**config.mk**
```make
export PLATFORM = sky130hd
export DESIGN_NAME = frl_kdiv
export DESIGN_NICKNAME = d
export VERILOG_FILES = /design/src/frl_pkg.sv /design/src/frl_kdiv.sv
export SDC_FILE = /design/constraint.sdc
export NUM_CORES = 1
export LEC_CHECK = 0
export ABC_CLOCK_PERIOD_IN_PS = 9200
export BUFFER_PORTS_ARGS = -buffer_cell sky130_fd_sc_hd__clkbuf_2
export CAP_MARGIN = 10
export CORE_MARGIN = 3
export CORE_UTILIZATION = 55
export CTS_CLUSTER_SIZE = 25
export DETAILED_ROUTE_END_ITERATION = 8
export PLACE_DENSITY = 0.88
export SYNTH_ARGS = -nofsm -noshare
export SYNTH_HDL_FRONTEND = slang
export SYNTH_SLANG_ARGS = --single-unit
```
**constraint.sdc**
```tcl
create_clock -name clk_i -period 9.2 [get_ports clk_i]
set_input_delay 2.76 -clock clk_i [delete_from_list [all_inputs] [get_ports clk_i]]
set_output_delay 2.76 -clock clk_i [all_outputs]
set_load 0.005 [all_outputs]
```
**src/frl_pkg.sv**
```systemverilog
`timescale 1ns / 1ps
// ----------------------------------------------------------------------------
// frl_pkg
// Shared widths, codes and the flow table entry for the per-flow rate limiter.
// ----------------------------------------------------------------------------
package frl_pkg;

  localparam int unsigned CMD_W    = 2;
  localparam int unsigned ID_W     = 6;
  localparam int unsigned BYTES_W  = 32;
  localparam int unsigned TIME_W   = 32;
  localparam int unsigned RATE_W   = 32;
  localparam int unsigned CREDIT_W = 48;
  localparam int unsigned BKT_W    = 2;

  // rate * elapsed, then divided by one thousand
  localparam int unsigned PROD_W  = RATE_W + TIME_W;
  localparam int unsigned KQ_W    = 55;
  localparam int unsigned ALLOW_W = KQ_W + 1;

  localparam int unsigned MSK_W = 10;
  localparam logic [MSK_W-1:0] MS_PER_S = 10'd1000;

  // constant divider: quotient bits resolved per cycle
  localparam int unsigned KD_STEPS  = 8;
  localparam int unsigned KD_ROUNDS = PROD_W / KD_STEPS;
  localparam int unsigned KCNT_W    = $clog2(KD_ROUNDS);

  // deficit * 1000 / rate
  localparam int unsigned DVD_W  = BYTES_W + MSK_W;
  localparam int unsigned DCNT_W = $clog2(DVD_W);

  localparam logic [CREDIT_W-1:0] CREDIT_MAX = '1;

  localparam logic CFG_GLOBAL_LIMIT   = 1'b0;
  localparam logic CFG_PER_FLOW_LIMIT = 1'b1;

  typedef enum logic [CMD_W-1:0] {
    CMD_OPEN  = 2'd0,
    CMD_CLOSE = 2'd1,
    CMD_SEND  = 2'd2
  } cmd_e;

  typedef enum logic [BKT_W-1:0] {
    BKT_NONE   = 2'd0,
    BKT_FLOW   = 2'd1,
    BKT_GLOBAL = 2'd2
  } bucket_e;

  typedef struct packed {
    logic [RATE_W-1:0]   rate;
    logic [CREDIT_W-1:0] credit;
    logic [TIME_W-1:0]   stamp;
  } flow_ent_t;

endpackage

```
**src/frl_kdiv.sv**
```systemverilog
`timescale 1ns / 1ps
// ----------------------------------------------------------------------------
// frl_kdiv
// Divides the credit product by one thousand, several quotient bits a cycle.
// ----------------------------------------------------------------------------
module frl_kdiv (
  input  logic                       clk_i,
  input  logic                       rst_ni,
  input  logic                       start_i,
  input  logic [frl_pkg::PROD_W-1:0] dividend_i,
  output logic                       done_o,
  output logic [frl_pkg::KQ_W-1:0]   quotient_o
);
  import frl_pkg::*;

  logic                busy_q;
  logic                done_q;
  logic [KCNT_W-1:0]   cnt_q;
  logic [PROD_W-1:0]   work_q;
  logic [PROD_W-1:0]   work_d;
  logic [MSK_W-1:0]    rem_q;
  logic [MSK_W-1:0]    rem_d;
  logic [KD_STEPS-1:0] qbits;
  logic [MSK_W:0]      trial;
  logic [MSK_W:0]      trial_sub;

  // remainder stays below 1000, so each step is a narrow compare
  always_comb begin
    rem_d     = rem_q;
    qbits     = '0;
    trial     = '0;
    trial_sub = '0;
    for (int i = 0; i < KD_STEPS; i++) begin
      trial     = {rem_d, work_q[PROD_W-1-i]};
      trial_sub = trial - {1'b0, MS_PER_S};
      if (trial >= {1'b0, MS_PER_S}) begin
        rem_d                 = trial_sub[MSK_W-1:0];
        qbits[KD_STEPS-1-i]   = 1'b1;
      end else begin
        rem_d = trial[MSK_W-1:0];
      end
    end
    work_d = {work_q[PROD_W-KD_STEPS-1:0], qbits};
  end

  always_ff @(posedge clk_i or negedge rst_ni) begin
    if (!rst_ni) begin
      busy_q <= 1'b0;
      done_q <= 1'b0;
      cnt_q  <= '0;
    end else begin
      done_q <= 1'b0;
      if (start_i) begin
        busy_q <= 1'b1;
        cnt_q  <= '0;
      end else if (busy_q) begin
        cnt_q <= cnt_q + KCNT_W'(1);
        if (cnt_q == KCNT_W'(KD_ROUNDS - 1)) begin
          busy_q <= 1'b0;
          done_q <= 1'b1;
        end
      end
    end
  end

  always_ff @(posedge clk_i) begin
    if (start_i) begin
      work_q <= dividend_i;
      rem_q  <= '0;
    end else if (busy_q) begin
      work_q <= work_d;
      rem_q  <= rem_d;
    end
  end

  assign done_o     = done_q;
  assign quotient_o = work_q[KQ_W-1:0];

endmodule

```
Yosys cells after proc, flatten, opt, wreduce, memory -nomap -nowiden
Cells that the tools add are included.
Storage, ports and cells
  bits in registers: 79
  bits of input ports: 67
  output and inout bits: 56
  logic and storage cells: 50
Operators by class
  $add $sub $neg: 9
  $lt $le $gt $ge: 8
  equality and inequality tests: 1
  muxes and demuxes: 26
  reduce and logical (&&, ||, !) cells: 1
Operators by type and width (count)
  64-bit 2-to-1 mux: 2
  11-bit by 10-bit greater-or-equal comparator with 1-bit output (second input constant): 8
  10-bit 2-to-1 mux: 8
  10-bit subtractor (second input constant): 8
  1-bit 2-to-1 mux: 14
  3-bit 2-to-1 mux: 2
  3-bit by 1-bit adder with 3-bit output (second input constant): 1
  3-bit equality test (second input constant): 1
  2-bit nonzero test: 1

Logic depth before layout (Yosys ltp)
  depth in word-level cells: 18
  depth in mapped cells: 28
  gate-level depth less buffers: 26

Worst setup path before layout
No wires, ideal clock.
  path type: reg-to-reg
  from: reg rem_q[2]
  to: reg work_q[0], data pin
  setup time: 0.260 ns
  arrival time: 6.993 ns
  data required time: 8.940 ns
  setup slack: 1.947 ns
  cell stages (with the launch flop): 28
  buffers on the path: 1
  period minus slack after synthesis: 7.253 ns
  cells stage by stage: dfxtp_1 inv_1 ha_1 and3b_1 and3_1 mux2i_1 o2111ai_1 o21ai_0 nand2_1 o41ai_2 nand2_1 a22o_1 buf_6 a32o_1 nor3_2 nor2_1 xnor2_1 ha_1 or3b_1 or2_4 a211o_1 a21oi_2 mux2_2 o31a_1 o2111ai_1 a21oi_1 nand2b_1 mux2_2
Between the ends
  longest elaborated chain between the ends: 18
  elaborated cells between the ends (all ways): 25
  classes of those cells: 7 x add/sub; 8 x order compare; 10 x mux
Ends and longest elaborated chain
  start: declaration: RTL line frl_kdiv.sv:21  | logic [MSK_W-1:0] rem_q;
  start signal: assignment: RTL line frl_kdiv.sv:72  | rem_q <= rem_d;
  10-bit subtractor / 11-bit by 10-bit greater-or-equal comparator with 1-bit output (equally long branches): RTL line frl_kdiv.sv:35, frl_kdiv.sv:36
  10-bit 2-to-1 mux *: RTL line frl_kdiv.sv:36  | if (trial >= {1'b0, MS_PER_S}) begin
  10-bit subtractor / 11-bit by 10-bit greater-or-equal comparator with 1-bit output (equally long branches): RTL line frl_kdiv.sv:35, frl_kdiv.sv:36
  10-bit 2-to-1 mux *: RTL line frl_kdiv.sv:36
  10-bit subtractor / 11-bit by 10-bit greater-or-equal comparator with 1-bit output (equally long branches): RTL line frl_kdiv.sv:35, frl_kdiv.sv:36
  10-bit 2-to-1 mux *: RTL line frl_kdiv.sv:36
  10-bit subtractor / 11-bit by 10-bit greater-or-equal comparator with 1-bit output (equally long branches): RTL line frl_kdiv.sv:35, frl_kdiv.sv:36
  10-bit 2-to-1 mux *: RTL line frl_kdiv.sv:36
  [... 2 more ...]
  10-bit subtractor / 11-bit by 10-bit greater-or-equal comparator with 1-bit output (equally long branches): RTL line frl_kdiv.sv:35, frl_kdiv.sv:36
  10-bit 2-to-1 mux *: RTL line frl_kdiv.sv:36
  10-bit subtractor / 11-bit by 10-bit greater-or-equal comparator with 1-bit output (equally long branches): RTL line frl_kdiv.sv:35, frl_kdiv.sv:36
  10-bit 2-to-1 mux *: RTL line frl_kdiv.sv:36
  11-bit by 10-bit greater-or-equal comparator with 1-bit output *: RTL line frl_kdiv.sv:36
  1-bit 2-to-1 mux *: RTL line frl_kdiv.sv:36
  64-bit 2-to-1 mux *: RTL line frl_kdiv.sv:70  | end else if (busy_q) begin
  64-bit 2-to-1 mux *: RTL line frl_kdiv.sv:67  | if (start_i) begin
  end signal: assignment: RTL line frl_kdiv.sv:68  | work_q <= dividend_i;
  end signal: assignment: RTL line frl_kdiv.sv:71  | work_q <= work_d;
  end: declaration: RTL line frl_kdiv.sv:19  | logic [PROD_W-1:0] work_q;
Mark *: on every way between the ends. The rest lies on a longest branch, timed or not. The select of a mux whose other input is x is not followed.
A chain may end at the register's enable or synchronous reset.

Final worst setup path
Ends and elaborated chain as after synthesis.

==> impl_results.md <==
- Status: finished clean
- HPWL reported at the end of detailed placement: 10900 um
- CP Max Fanout: 10
- Post-Syn Nets: 652
- Max VDD drop: 0.000250 V
- Row cnt: 37
- Vias in the first global route: about 5000
- Initial antenna violation count: 0
- Area contributors post-synth: edfxtp_1 32%, mux2_2 12%, buf_4 6.9%
- Reg2reg setup slack: 780 ps
- FF-to-FF End: work_q[0]
- Cell taking the most area after synthesis: edfxtp_1
- Core Region: between 10000 and 15000 um2
- Achievable clock frequency: 119 MHz
- Worst Setup Path Type: reg2reg
- GR Overflow Total: 0
- Worst-Margin Slew: 949 ps
- DRT iter0 DRCs: approximately 380
- Die area: ~12000 um2
- Clock transition at path regs: 80 ps
- RSZ-0062 raised after global routing: no
- GRT Overall Usage: 0.254
- Final core utilization: 0.622
- Number of CTS-inserted buffers: 9
- Critical path startpoint category: flop
- Sequential cell area: ~2200 um2
- Post-route ant nets: 0
- Ys async rst share: 0.0633
- Predominant post-synthesis flop cell: edfxtp_1
- # hold bufs at CTS: 0
- Post-synthesis sequential area ratio: 0.374
- Starting Density: 0.574
- Hold_sp: work_q[57]
- TritonRoute pass-1 iters: 5
- Finish-stage setup viols: 0
- Num Clock Sinks: 79
- Post-synth cell types: 92
- Synth-to-Final Area Change: 8.35%
- Die Width: between 100 and 150 um
- Hold Vio Cnt, Final: 0
- Diodes inserted: 0
- CTS max path bufs: 2
- Required time of the critical path: a little over 9000 ps
- IO Pins: 123
- Layout cell share with drive strength beyond 1: 0.364
- Syn Inst Count: 581
- Synthesized area: 6010 um2
- Min-Delay Path Class: reg2reg
- Final net count: 708
- Average wire per standard cell: 19.9 um
- Root Buffer: clkbuf_8
- PwrDens: around 360 nW/um2
- DRC: 0
- Warnings, synthesis: 0
- LEAKAGE: approximately 2.7 nW
- First-pass GRT wire length: between 20000 and 30000 um
- Synth Area per Inst: 10.3 um2
- Clock Skew: 7.76 ps
- Synth Register Bits: 79
- Crit path from: rem_q[2]
- Vias: between 5000 and 6000
- Chip height: ~110 um
- Worst skew pair latency: 370 ps
- Worst Hold End: rem_q[1]
- CTS tree: built
- Arr. time, crit path: approximately 8500 ps
- Filler Cells Inserted: between 700 and 800
- Crit. End Element: flop
- R2R depth: 26
- H-Tree Depth: 3
- Crit path time final: 8420 ps
- Hold Path Stages: 2
- Reg2reg start: rem_q[2]
- PortBufs: 122
- Routed WL: ~16000 um
- Setup_tns: 0 ps
- Final period util: 0.915
- Multi-input logic area: around 3200 um2
- Post-synth EDFFs: 64
- Largest net degree at the start of global routing: 79
- Vias per cell: ~6.5
- Max-slew headroom: 0.367
- Post-synth top area share: 0.320
- Max-slew violations: 0
- Routability congestion estimate from global placement: 1.00
- Max cap viols: 0
==> worst max-delay path: stages (launching register included) <==
cell       delay (ps)
dfxtp_1           420
inv_1             110
ha_1              290
and3b_1           280
and3_1            230
mux2i_2           480
o2111ai_1         170
o21ai_0           140
nand2_1           250
o41ai_2           680
nand2_1           290
a22o_1            440
a32o_1            320
nor3_2            350
nor2_1            140
xnor2_1           190
ha_1              230
or3b_1            420
or2_4             270
a211o_1           400
a21oi_2           330
mux2_2            460
o31a_1            390
o2111ai_1         190
a21oi_1           220
nand2b_1          210
mux2_2            260
==> Yosys cell counts, drive strengths merged (3+ instances only) <==
master,n
nor2,41
dfxtp,10
clkbuf,14
nand2,29
a21oi,22
nand4,5
a22oi,8
nand3,8
nor2b,3
nor3,17
a2111oi,3
o22a,3
a211oi,8
a31o,5
o311a,3
xor2,6
nor3b,4
a311oi,3
maj3,4
o21ai,17
nand2b,10
mux2i,22
o21a,3
ha,4
a22o,3
a21o,5
o31ai,6
mux2,64
buf,65
a211o,5
edfxtp,64
and2,5
o311ai,3
nand3b,4
o2111ai,3
o211a,5
a31oi,5
xnor2,17
dfrtp,5
or3,11
inv,17
==> worst max path at each step <==
stage	endpoint	slack [ps]	cells after the start
after floorplan	work_q[0]	1950	27
after global routing	work_q[0]	130	26
after global placement	work_q[0]	1360	26
after CTS	work_q[0]	810	26
after detailed placement	work_q[0]	970	26
final	work_q[0]	780	26
==> kinds of logic (layout without fill, tap and decap cells) <==
family | after synthesis | after routing | synth area share
AND/OR/NAND/NOR | 152 | 152 | 0.135
AO/OA/AOI/OAI | 137 | 137 | 0.183
buffers and inverters | 96 | 157 | 0.0975
multiplexers | 86 | 86 | 0.159
flip-flops | 79 | 79 | 0.374
XOR/XNOR | 23 | 23 | 0.0367
adder cells (fa/ha/maj) | 8 | 8 | 0.0150
==> repair_timing <==
item                                    in CTS  in global routing
endpoints found under the setup margin       0                  4
resized for setup                            0                  1
setup buffers                                0                  0
==> layout by cell type, fill, tap and decap left out, drive strengths merged, types with 4 or more instances in the layout <==
cell type	instances
mux2	64
inv	17
nor3	17
or3	11
and2	5
nor3b	4
a22oi	8
ha	4
o31ai	6
a31o	5
maj3	4
xnor2	17
a211o	5
dfrtp	5
nand2b	10
a21o	5
nand3b	4
edfxtp	64
nand4	5
nor2	41
clkbuf	134
o21ai	17
nand2	29
mux2i	22
a21oi	22
a211oi	8
xor2	6
dfxtp	10
o211a	5
nand3	8
a31oi	5
==> final cells by class <==
cell class / count / share of cell area
multi-input cells: 406 / 0.488
flip-flops and latches: 79 / 0.345
repair buffers: 124 / 0.0961
well taps: 136 / 0.0261
clock buffers: 13 / 0.0244
clock inverters: 3 / 0.0100
inverters: 17 / 0.00981
==> routing by layer <==
layer | up-vias | GRT usage | share of wire
met5 | - | 0 | 0
met4 | 0 | 0.108 | 0.044
met3 | 77 | 0.0685 | 0.083
met2 | 289 | 0.423 | 0.48
met1 | 2379 | 0.310 | 0.39
li1 | 2274 | - | -
==> power breakdown <==
group	total, W	switching (W)	internal (W)
Sequential	0.000547	0.0000744	0.000472
Clock	0.000294	0.000127	0.000167
Combinational	0.00152	0.000929	0.000594
==> flip-flops by register name, summed over array words and instances (netlist names) <==
signal  count
work_q     64
done_o      1
cnt_q       3
busy_q      1
rem_q      10
==> through the flow <==
stage	power (W)	hold slack, ps	std cells	setup WS [ps]	cell area [um2]
CTS	0.00231	494	778	812	6500
finish	0.00236	491	778	781	6510
detailed placement	0.00199	476	762	970	6280
global route	0.00251	534	778	131	6510
floorplan	0.00172	456	581	1950	6010
global placement	0.00192	463	762	1360	6280
No activity file was read; power rests on OpenSTA's default activity.
