**src/frl_pkg.sv**
```systemverilog
`timescale 1ns / 1ps
// ----------------------------------------------------------------------------
// frl_pkg
// Shared widths, codes and the flow table entry for the per-flow rate limiter.
// ----------------------------------------------------------------------------
package frl_pkg;

  localparam int unsigned CMD_W    = 2;
  localparam int unsigned ID_W     = 6;
  localparam int unsigned BYTES_W  = 32;
  localparam int unsigned TIME_W   = 32;
  localparam int unsigned RATE_W   = 32;
  localparam int unsigned CREDIT_W = 48;
  localparam int unsigned BKT_W    = 2;

  // rate * elapsed, then divided by one thousand
  localparam int unsigned PROD_W  = RATE_W + TIME_W;
  localparam int unsigned KQ_W    = 55;
  localparam int unsigned ALLOW_W = KQ_W + 1;

  localparam int unsigned MSK_W = 10;
  localparam logic [MSK_W-1:0] MS_PER_S = 10'd1000;

  // constant divider: quotient bits resolved per cycle
  localparam int unsigned KD_STEPS  = 8;
  localparam int unsigned KD_ROUNDS = PROD_W / KD_STEPS;
  localparam int unsigned KCNT_W    = $clog2(KD_ROUNDS);

  // deficit * 1000 / rate
  localparam int unsigned DVD_W  = BYTES_W + MSK_W;
  localparam int unsigned DCNT_W = $clog2(DVD_W);

  localparam logic [CREDIT_W-1:0] CREDIT_MAX = '1;

  localparam logic CFG_GLOBAL_LIMIT   = 1'b0;
  localparam logic CFG_PER_FLOW_LIMIT = 1'b1;

  typedef enum logic [CMD_W-1:0] {
    CMD_OPEN  = 2'd0,
    CMD_CLOSE = 2'd1,
    CMD_SEND  = 2'd2
  } cmd_e;

  typedef enum logic [BKT_W-1:0] {
    BKT_NONE   = 2'd0,
    BKT_FLOW   = 2'd1,
    BKT_GLOBAL = 2'd2
  } bucket_e;

  typedef struct packed {
    logic [RATE_W-1:0]   rate;
    logic [CREDIT_W-1:0] credit;
    logic [TIME_W-1:0]   stamp;
  } flow_ent_t;

endpackage

```
**src/frl_div.sv**
```systemverilog
`timescale 1ns / 1ps
// ----------------------------------------------------------------------------
// frl_div
// Restoring divider for the delay, one quotient bit per cycle.
// ----------------------------------------------------------------------------
module frl_div (
  input  logic                       clk_i,
  input  logic                       rst_ni,
  input  logic                       start_i,
  input  logic [frl_pkg::DVD_W-1:0]  dividend_i,
  input  logic [frl_pkg::RATE_W-1:0] divisor_i,
  output logic                       done_o,
  output logic [frl_pkg::DVD_W-1:0]  quotient_o
);
  import frl_pkg::*;

  logic              busy_q;
  logic              done_q;
  logic [DCNT_W-1:0] cnt_q;
  logic [DVD_W-1:0]  work_q;
  logic [RATE_W-1:0] divisor_q;
  logic [RATE_W-1:0] rem_q;
  logic [RATE_W:0]   trial;
  logic [RATE_W:0]   trial_sub;
  logic              qbit;

  assign trial     = {rem_q, work_q[DVD_W-1]};
  assign trial_sub = trial - {1'b0, divisor_q};
  assign qbit      = (trial >= {1'b0, divisor_q});

  always_ff @(posedge clk_i or negedge rst_ni) begin
    if (!rst_ni) begin
      busy_q <= 1'b0;
      done_q <= 1'b0;
      cnt_q  <= '0;
    end else begin
      done_q <= 1'b0;
      if (start_i) begin
        busy_q <= 1'b1;
        cnt_q  <= '0;
      end else if (busy_q) begin
        cnt_q <= cnt_q + DCNT_W'(1);
        if (cnt_q == DCNT_W'(DVD_W - 1)) begin
          busy_q <= 1'b0;
          done_q <= 1'b1;
        end
      end
    end
  end

  always_ff @(posedge clk_i) begin
    if (start_i) begin
      work_q    <= dividend_i;
      divisor_q <= divisor_i;
      rem_q     <= '0;
    end else if (busy_q) begin
      work_q <= {work_q[DVD_W-2:0], qbit};
      rem_q  <= qbit ? trial_sub[RATE_W-1:0] : trial[RATE_W-1:0];
    end
  end

  assign done_o     = done_q;
  assign quotient_o = work_q;

endmodule

```
**config.mk**
```make
export PLATFORM = sky130hd
export DESIGN_NAME = frl_div
export DESIGN_NICKNAME = d
export VERILOG_FILES = /design/src/frl_pkg.sv /design/src/frl_div.sv
export SDC_FILE = /design/constraint.sdc
export NUM_CORES = 1
export LEC_CHECK = 0
export BUFFER_PORTS_ARGS = -buffer_cell sky130_fd_sc_hd__buf_2
export CORE_ASPECT_RATIO = 2
export CORE_MARGIN = 2
export CORE_UTILIZATION = 35
export DETAILED_ROUTE_END_ITERATION = 10
export PLACE_DENSITY = 0.62
export SYNTH_ARGS = -nofsm -noshare
export SYNTH_HDL_FRONTEND = slang
export SYNTH_SLANG_ARGS = --single-unit
```
**constraint.sdc**
```tcl
create_clock -name clk_i -period 3.4 [get_ports clk_i]
set_input_delay 0.34 -clock clk_i [delete_from_list [all_inputs] [get_ports clk_i]]
set_output_delay 0.34 -clock clk_i [all_outputs]
set_load 0.02 [all_outputs]
```
# Word-level counts from Yosys, hierarchy flattened
# Index checks and enable logic that the tools add are counted.
# op_classes
n_addsub	2
n_mux	11
n_reduce_logical	1
eq_ne	1
order_cmp	1
# ops
operator	count
$mux 42	2
$ge 33x32->1	1
$mux 32	1
$sub 32x32->32	1
$mux 6	2
$add 6x1->6 const B	1
$eq 6x6->1 const B	1
$mux 1	6
$reduce_bool 2->1	1
# totals
elab_cells	22
register_bits	114
output_inout_bits	43

# Depth between registers and ports, before layout
# Gate-level depths: netlist of run 1.
# logic_depth
depth_word	4
ltp_mapped	13

# Worst setup path before layout of run 1
# Ideal clock, no wire load.
# synth_timing
kind	reg2reg
startpoint	reg work_q[41], in the netlist quotient_o[41]
endpoint	reg rem_q[30]
required_time_ns	3.309
arrival_ns	2.682
path_slack_ns	0.627
synth_period_minus_slack_ns	2.773
setup_time_ns	0.091
stages_incl_launch_ff	13
path_cell_list	edfxtp_1 -> inv_1 -> ha_1 -> fa_1 -> nand2b_1 -> a21oi_1 -> o211ai_1 -> a211oi_1 -> o41ai_1 -> o211ai_1 -> xor2_1 -> nand2_1 -> a311oi_1
# synth_via
elab_chain_cells	2
# synth_rtl
item	line	rtl
start, declared	frl_div.sv:20	logic [DVD_W-1:0] work_q;
start signal, assigned	frl_div.sv:53	work_q <= dividend_i;
start signal, assigned	frl_div.sv:57	work_q <= {work_q[DVD_W-2:0], qbit};
$sub 32x32->32 / $ge 33x32->1 (equally long branches)	frl_div.sv:28, frl_div.sv:29	
$mux 32 (*)	frl_div.sv:58	rem_q <= qbit ? trial_sub[RATE_W-1:0] : trial[RATE_W-1:0];
end signal, assigned	frl_div.sv:58	
end, declared	frl_div.sv:22	logic [RATE_W-1:0] rem_q;
# Every way passes the cells marked *; elsewhere a longest branch is shown, timed or not.
# A chain may end at the register's enable or synchronous reset.

# Worst setup path in the final report of run 1
# layout_timing
startpoint	reg work_q[41], in the netlist quotient_o[41]
endpoint	reg rem_q[18]
# The elaborated chain is that of the path after synthesis.

==> reports/metrics.cfg, run 1 <==
[synthesis]
synthAdderAreaFrac_pct = 7.02
synth_fp_nets = 728
syn_inst = 616
synth_xor_area_share_pct = 4.00
yosysUniqueCellTypes = 52
yosysSeqAreaShare_pct = 48.3
synth_top_family_by_area = compound AO/OA/AOI/OAI gates
ys.flop_type = edfxtp_1
synth_common_cells = nand2_1 (75), edfxtp_1 (74), nor2_1 (54)
yosysTopAreaCell = edfxtp_1
yosysMostFrequentCell = nand2_1
synth.ff_latch_count = 114
synth-edff-count = 74
muxShareOfSynthArea_pct = 7.77
synthSimpleGateAreaFrac_pct = 13.1
syn_area_per_cell_um2 = 10.3
synthArstFlopShare_pct = 7.02
synth-compound-area-share_pct = 15.3
synth_area_leaders = edfxtp_1 (35%), dfxtp_1 (10%), mux2_2 (7.5%)
yosys.area.top_type_share_pct = 35.0
yosys_warnings = 0
syn_area_um2 = 6340

[critical_path]
required_ns = 3.72
crit_path_max_incr_delay_ns = 0.45
crit_path_end_kind = register
worstSetupPathType = register to register
critical_path.most_common_cell = a21oi_1
worstPathArrival_ns = 3.35
crit_buf_inv = 1
worstReg2RegEnd = rem_q[18]$_SDFFE_PP0P_
cp_top_family = compound AO/OA/AOI/OAI gates
path_cells = inv_1 -> ha_1 -> fa_1 -> nand2b_1 -> a21oi_1 -> o211ai_1 -> a211oi_1 -> o21ai_0 -> a21oi_1 -> xor2_1 -> nand2_1 -> a311oi_1
slowest_stage = a211oi_1
rrSetupSlack_ns = 0.37
r2r_cells = 12
critPathLaunchType = register
reg2reg_from = quotient_o[41]$_DFFE_PP_
crit_fanout = 4
cp-startpoint = quotient_o[41]$_DFFE_PP_

[placed_design]
io_buffers = 119
post_dp_cell_area_um2 = 7200
dp_slack_ns = 0.306
detailed_place_hpwl_um = 11200
routabilityCongestion = 0.884

[die]
core_area_um2 = 17800
std_cell_rows = 69
die_width_um = 99.2
io_pins = 120
die_area_um2 = 19300
initial_core_util_pct = 35.7
fp.dieH_um = 194

[sta]
rsz0062_at_grt = no
finalHoldViolations = 0
finClkSkew_ns = 0.00980
worst_pin_slew_ns = 0.659
fin_hold_ws_ns = 0.0986
setup_viol = 0
min_period_over_period_pct = 89.1
fin_tns_setup_ns = 0
min_period_ns = 3.03
fmax_ghz = 0.330
setup_ws_ns = 0.372
relSlewSlack_pct = 56.1
maxSlewViolCount = 0

[finish]
num_antenna_cells = 0
design_area_um2 = 7780
drive_gt1_share_pct = 28.2
final_nets = 849
syn2layout_area_growth_pct = 22.7

[run]
drv_cap = 0

[drt]
drt-total-wl_um = 15600
drtIter0Drc = 216
dr_total_vias = 5087
ant_nets = 0
vias_per_cell = 5.29
wire_per_inst_um = 16.2
drt_pass1_iterations = 4
drc = 0

[global_routing]
grt_overflow = 0
grt_pass1_wl_um = 25300
grt_max_degree = 116
first_global_vias = 5262
antenna_found_initial = 0
grt_use_total_pct = 16.6

[clock_network]
clkSinkCount = 114
clock_path_buffers = 2
cts_buffers = 17
clk_latency_ns = 0.42
tritoncts = yes
htreeDepth = 4
clkTransAtPathRegs_ns = 0.06
cts_root_buf = clkbuf_16

[pwr]
ir_drop_mv = 0.408
pwr_density_cell_nw_per_um2 = 761
p_total_uw = 5920
p_leak_uw = 0.00340

[min_path]
min_path_cells = 1
hold_path_class = input pin to register
hp-start = divisor_i[2]
holdPathEnd = divisor_q[2]$_DFFE_PP_

[status]
outcome = finished, final reports clean

-- layout by cell type (no fill, tap or decap), types with 15 or more instances in the layout --
cell	instances
a21o_1	17
buf_2	118
o21ai_0	20
xor2_1	15
nor2_1	54
a311oi_1	24
inv_1	43
a21oi_1	38
mux2_2	42
ha_1	34
edfxtp_1	74
dfxtp_1	32
clkbuf_16	17
nand2_1	75
-- how the worst max path moves through the flow --
stage                                   endpoint  slack, ns  cells past startpoint
after floorplan           rem_q[30]$_SDFFE_PP0P_       0.63                     12
final                     rem_q[18]$_SDFFE_PP0P_       0.37                     12
after detailed placement  rem_q[30]$_SDFFE_PP0P_       0.31                     12
after global routing      rem_q[26]$_SDFFE_PP0P_       0.10                     12
after CTS                 rem_q[30]$_SDFFE_PP0P_       0.32                     12
after global placement    rem_q[30]$_SDFFE_PP0P_       0.44                     12
-- flip-flops by register name (all words and copies together), names as in the netlist --
name / flops
busy_q: 1
cnt_q: 6
divisor_q: 32
done_o: 1
quotient_o: 42
rem_q: 32
-- layout make-up --
| cell class | count | area (um^2) |
|---|---|---|
| flip-flops and latches | 114 | 3060 |
| inverters | 44 | 165 |
| repair buffers | 131 | 716 |
| clock buffers | 17 | 425 |
| multi-input cells | 429 | 3000 |
| fillers | 1745 | 10000 |
| clock inverters | 14 | 143 |
| well taps | 213 | 267 |
-- metrics by stage --
step	utilization (%)	cells
floorplan	-	616
global placement	40.5	930
detailed placement	40.5	930
CTS	43.7	962
global route	43.8	962
finish	43.8	962
-- where the power goes --
part | total [uW] | internal (uW) | switching (uW) | leakage (uW)
Sequential | 1930 | 1740 | 183 | 0.00112
Clock | 1730 | 1070 | 662 | 0.000266
Combinational | 2270 | 945 | 1320 | 0.00201
-- logic make-up (layout without fill, tap and decap cells) --
kind of cell / Yosys count / in the layout
AO/OA/AOI/OAI: 137 / 137
XOR/XNOR: 29 / 29
adder cells (fa/ha/maj): 35 / 35
buffers and inverters: 73 / 206
flip-flops: 114 / 114
multiplexers: 44 / 44
AND/OR/NAND/NOR: 184 / 184
-- timing repair --
action / CTS / global route
setup buffers: 0 / 0
endpoints found under the hold margin: 8 / 0
hold buffers: 1 / 0
resized for setup: 0 / 1
setup endpoints to repair: 0 / 1
-- per-layer routing --
metal / GRT usage, % / up-vias / part of all wire (%)
li1: - / 2476 / -
met1: 16.4 / 2426 / 37
met2: 30.6 / 150 / 54
met3: 4.60 / 35 / 5.2
met4: 8.98 / 0 / 3.7
met5: 0 / - / 0
(Power assumes the default switching activity.)
==> inputs of run 2 (changes only) <==
Settings changed: CTS_BUF_LIST from default to sky130_fd_sc_hd__clkbuf_8.
==> run 2 against run 1 <==
Global-route usage decreased by 0.13 points. First-iteration DRC count increased by 4.2%. Cell area decreased by 2.5%. Combinational power about the same. Largest power group unchanged.
==> reports/metrics.cfg, run 2 (synthesis gave the netlist of run 1 again) <==
[clock_network]
clkSinkCount = 114  ; unchanged
clk_latency_ns = 0.45  ; was 0.42 ns
tritoncts = yes  ; unchanged
clock_path_buffers = 2  ; unchanged
cts_setup_buffers = 0  ; unchanged
cts_root_buf = clkbuf_8  ; was clkbuf_16
clkTransAtPathRegs_ns = 0.08  ; was 0.06 ns
htreeDepth = 4  ; unchanged
cts_buffers = 17  ; unchanged

[sta]
maxSlewViolCount = 0  ; unchanged
finalHoldViolations = 0  ; unchanged
rsz0062_at_grt = no  ; unchanged
setup_ws_ns = 0.365  ; was 0.372 ns
finClkSkew_ns = 0.0136  ; was 0.00980 ns
min_period_over_period_pct = 89.3  ; was 89.1%
min_period_ns = 3.03  ; about the same
relSlewSlack_pct = 56.7  ; was 56.1%
fmax_ghz = 0.330  ; about the same
setup_viol = 0  ; unchanged
worst_pin_slew_ns = 0.649  ; was 0.659 ns
fin_tns_setup_ns = 0  ; unchanged
fin_hold_ws_ns = 0.0632  ; was 0.0986 ns

[min_path]
min_path_cells = 1  ; unchanged
hold_path_class = input pin to register  ; unchanged
hp-start = divisor_i[16]  ; was divisor_i[2]
holdPathEnd = divisor_q[16]$_DFFE_PP_  ; was divisor_q[2]$_DFFE_PP_

[status]
outcome = finished, final reports clean  ; unchanged

[finish]
largest_register_ff_count = 42  ; unchanged
num_antenna_cells = 0  ; unchanged
syn2layout_area_growth_pct = 19.6  ; was 22.7%
nFillCells = 1769  ; was 1745
final_nets = 849  ; unchanged
seqCellArea_um2 = 3060  ; unchanged
drive_gt1_share_pct = 28.2  ; unchanged
layout_common_cells = buf_2 (118), nand2_1 (75), edfxtp_1 (74)  ; unchanged
multi_input_area_um2 = 3000  ; unchanged
final_common_cell = buf_2  ; unchanged

[drt]
drt-total-wl_um = 15500  ; was 15600 um
drc = 0  ; unchanged
ant_nets = 0  ; unchanged
vias_per_cell = 5.26  ; was 5.29
dr_total_vias = 5060  ; was 5087
wire_per_inst_um = 16.1  ; was 16.2 um
drtIter0Drc = 225  ; was 216
drt_pass1_iterations = 4  ; unchanged

[critical_path]
worstPathArrival_ns = 3.40  ; was 3.35 ns
worstSetupPathType = register to register  ; unchanged
reg2reg_from = quotient_o[41]$_DFFE_PP_  ; unchanged
worstReg2RegEnd = rem_q[18]$_SDFFE_PP0P_  ; unchanged
crit_path_end_kind = register  ; unchanged
critPathLaunchType = register  ; unchanged
rrSetupSlack_ns = 0.37  ; about the same
crit_fanout = 4  ; unchanged
required_ns = 3.76  ; was 3.72 ns
r2r_cells = 12  ; unchanged

[global_routing]
grt_use_total_pct = 16.5  ; was 16.6%
grt_overflow = 0  ; unchanged
first_global_vias = 5250  ; was 5262
antenna_found_initial = 0  ; unchanged
grt_pass1_wl_um = 25100  ; was 25300 um
grt_max_degree = 116  ; unchanged

[run]
drv_cap = 0  ; unchanged

[die]
core_area_um2 = 17800  ; unchanged
die_width_um = 99.2  ; unchanged
io_pins = 120  ; unchanged
initial_core_util_pct = 35.7  ; unchanged
die_area_um2 = 19300  ; unchanged
std_cell_rows = 69  ; unchanged
fp.dieH_um = 194  ; unchanged

[placed_design]
detailed_place_hpwl_um = 11200  ; unchanged
routabilityCongestion = 0.884  ; unchanged
dp_slack_ns = 0.306  ; unchanged
io_buffers = 119  ; unchanged

[pwr]
ir_drop_mv = 0.390  ; was 0.408 mV
p_leak_uw = 0.00332  ; was 0.00340 uW
p_total_uw = 5450  ; was 5920 uW
pwr_density_cell_nw_per_um2 = 718  ; was 761 nW/um^2

run 2: stage by stage:
| stage | area [um^2] | cells | util, % |
|---|---|---|---|
| floorplan | 6340 | 616 | - |
| global placement | 7200 | 930 | 40.5 |
| detailed placement | 7200 | 930 | 40.5 |
| CTS | 7580 | 962 | 42.6 |
| global route | 7590 | 962 | 42.7 |
| finish | 7590 | 962 | 42.7 |
run 2: how the worst max path moves through the flow:
stage	slack, ns	depth (start not counted)	startpoint	end
2_1_floorplan	0.63	12	quotient_o[41]$_DFFE_PP_	rem_q[30]$_SDFFE_PP0P_
3_3_place_gp	0.44	12	quotient_o[41]$_DFFE_PP_	rem_q[30]$_SDFFE_PP0P_
3_5_place_dp	0.31	12	quotient_o[41]$_DFFE_PP_	rem_q[30]$_SDFFE_PP0P_
4_1_cts	0.32	12	quotient_o[41]$_DFFE_PP_	rem_q[30]$_SDFFE_PP0P_
5_1_grt	0.1	12	quotient_o[41]$_DFFE_PP_	rem_q[26]$_SDFFE_PP0P_
6_report	0.37	12	quotient_o[41]$_DFFE_PP_	rem_q[18]$_SDFFE_PP0P_
run 2: layout make-up:
class                      count  area share [%]
clock buffer                  17            3.08
clock inverter                14            1.88
inverter                      44            2.18
multi-input combinational    429            39.6
sequential                   114            40.4
tap                          213            3.51
timing repair buffer         131            9.43
run 2: routing by layer:
| layer | GRT usage (%) | vias to the layer above | wire, um |
|---|---|---|---|
| li1 | - | 2477 | - |
| met1 | 16.4 | 2392 | 5800 |
| met2 | 29.6 | 152 | 8220 |
| met3 | 4.96 | 39 | 837 |
| met4 | 9.69 | 0 | 664 |
| met5 | 0 | - | 0 |
run 2: power breakdown:
group          switching (uW)  internal (uW)  total, uW  leakage (uW)
clock network             611            640       1250      0.000179
logic                    1330            945       2270       0.00201
registers                 182           1740       1920       0.00112
run 2: worst max-delay path, stage by stage (launching register included):
cell and delay [ns]:
edfxtp_1 0.38, inv_1 0.05, ha_1 0.22, fa_1 0.38, nand2b_1 0.18, a21oi_1 0.20
o211ai_1 0.20, a211oi_1 0.45, o21ai_0 0.21, a21oi_1 0.20, xor2_1 0.16, nand2_1 0.08
a311oi_1 0.24
run 2: timing repair:
action	CTS	global route
setup endpoints to repair	0	1
gates resized for setup	0	1
endpoints found under the hold margin	8	0
hold buffers	1	0
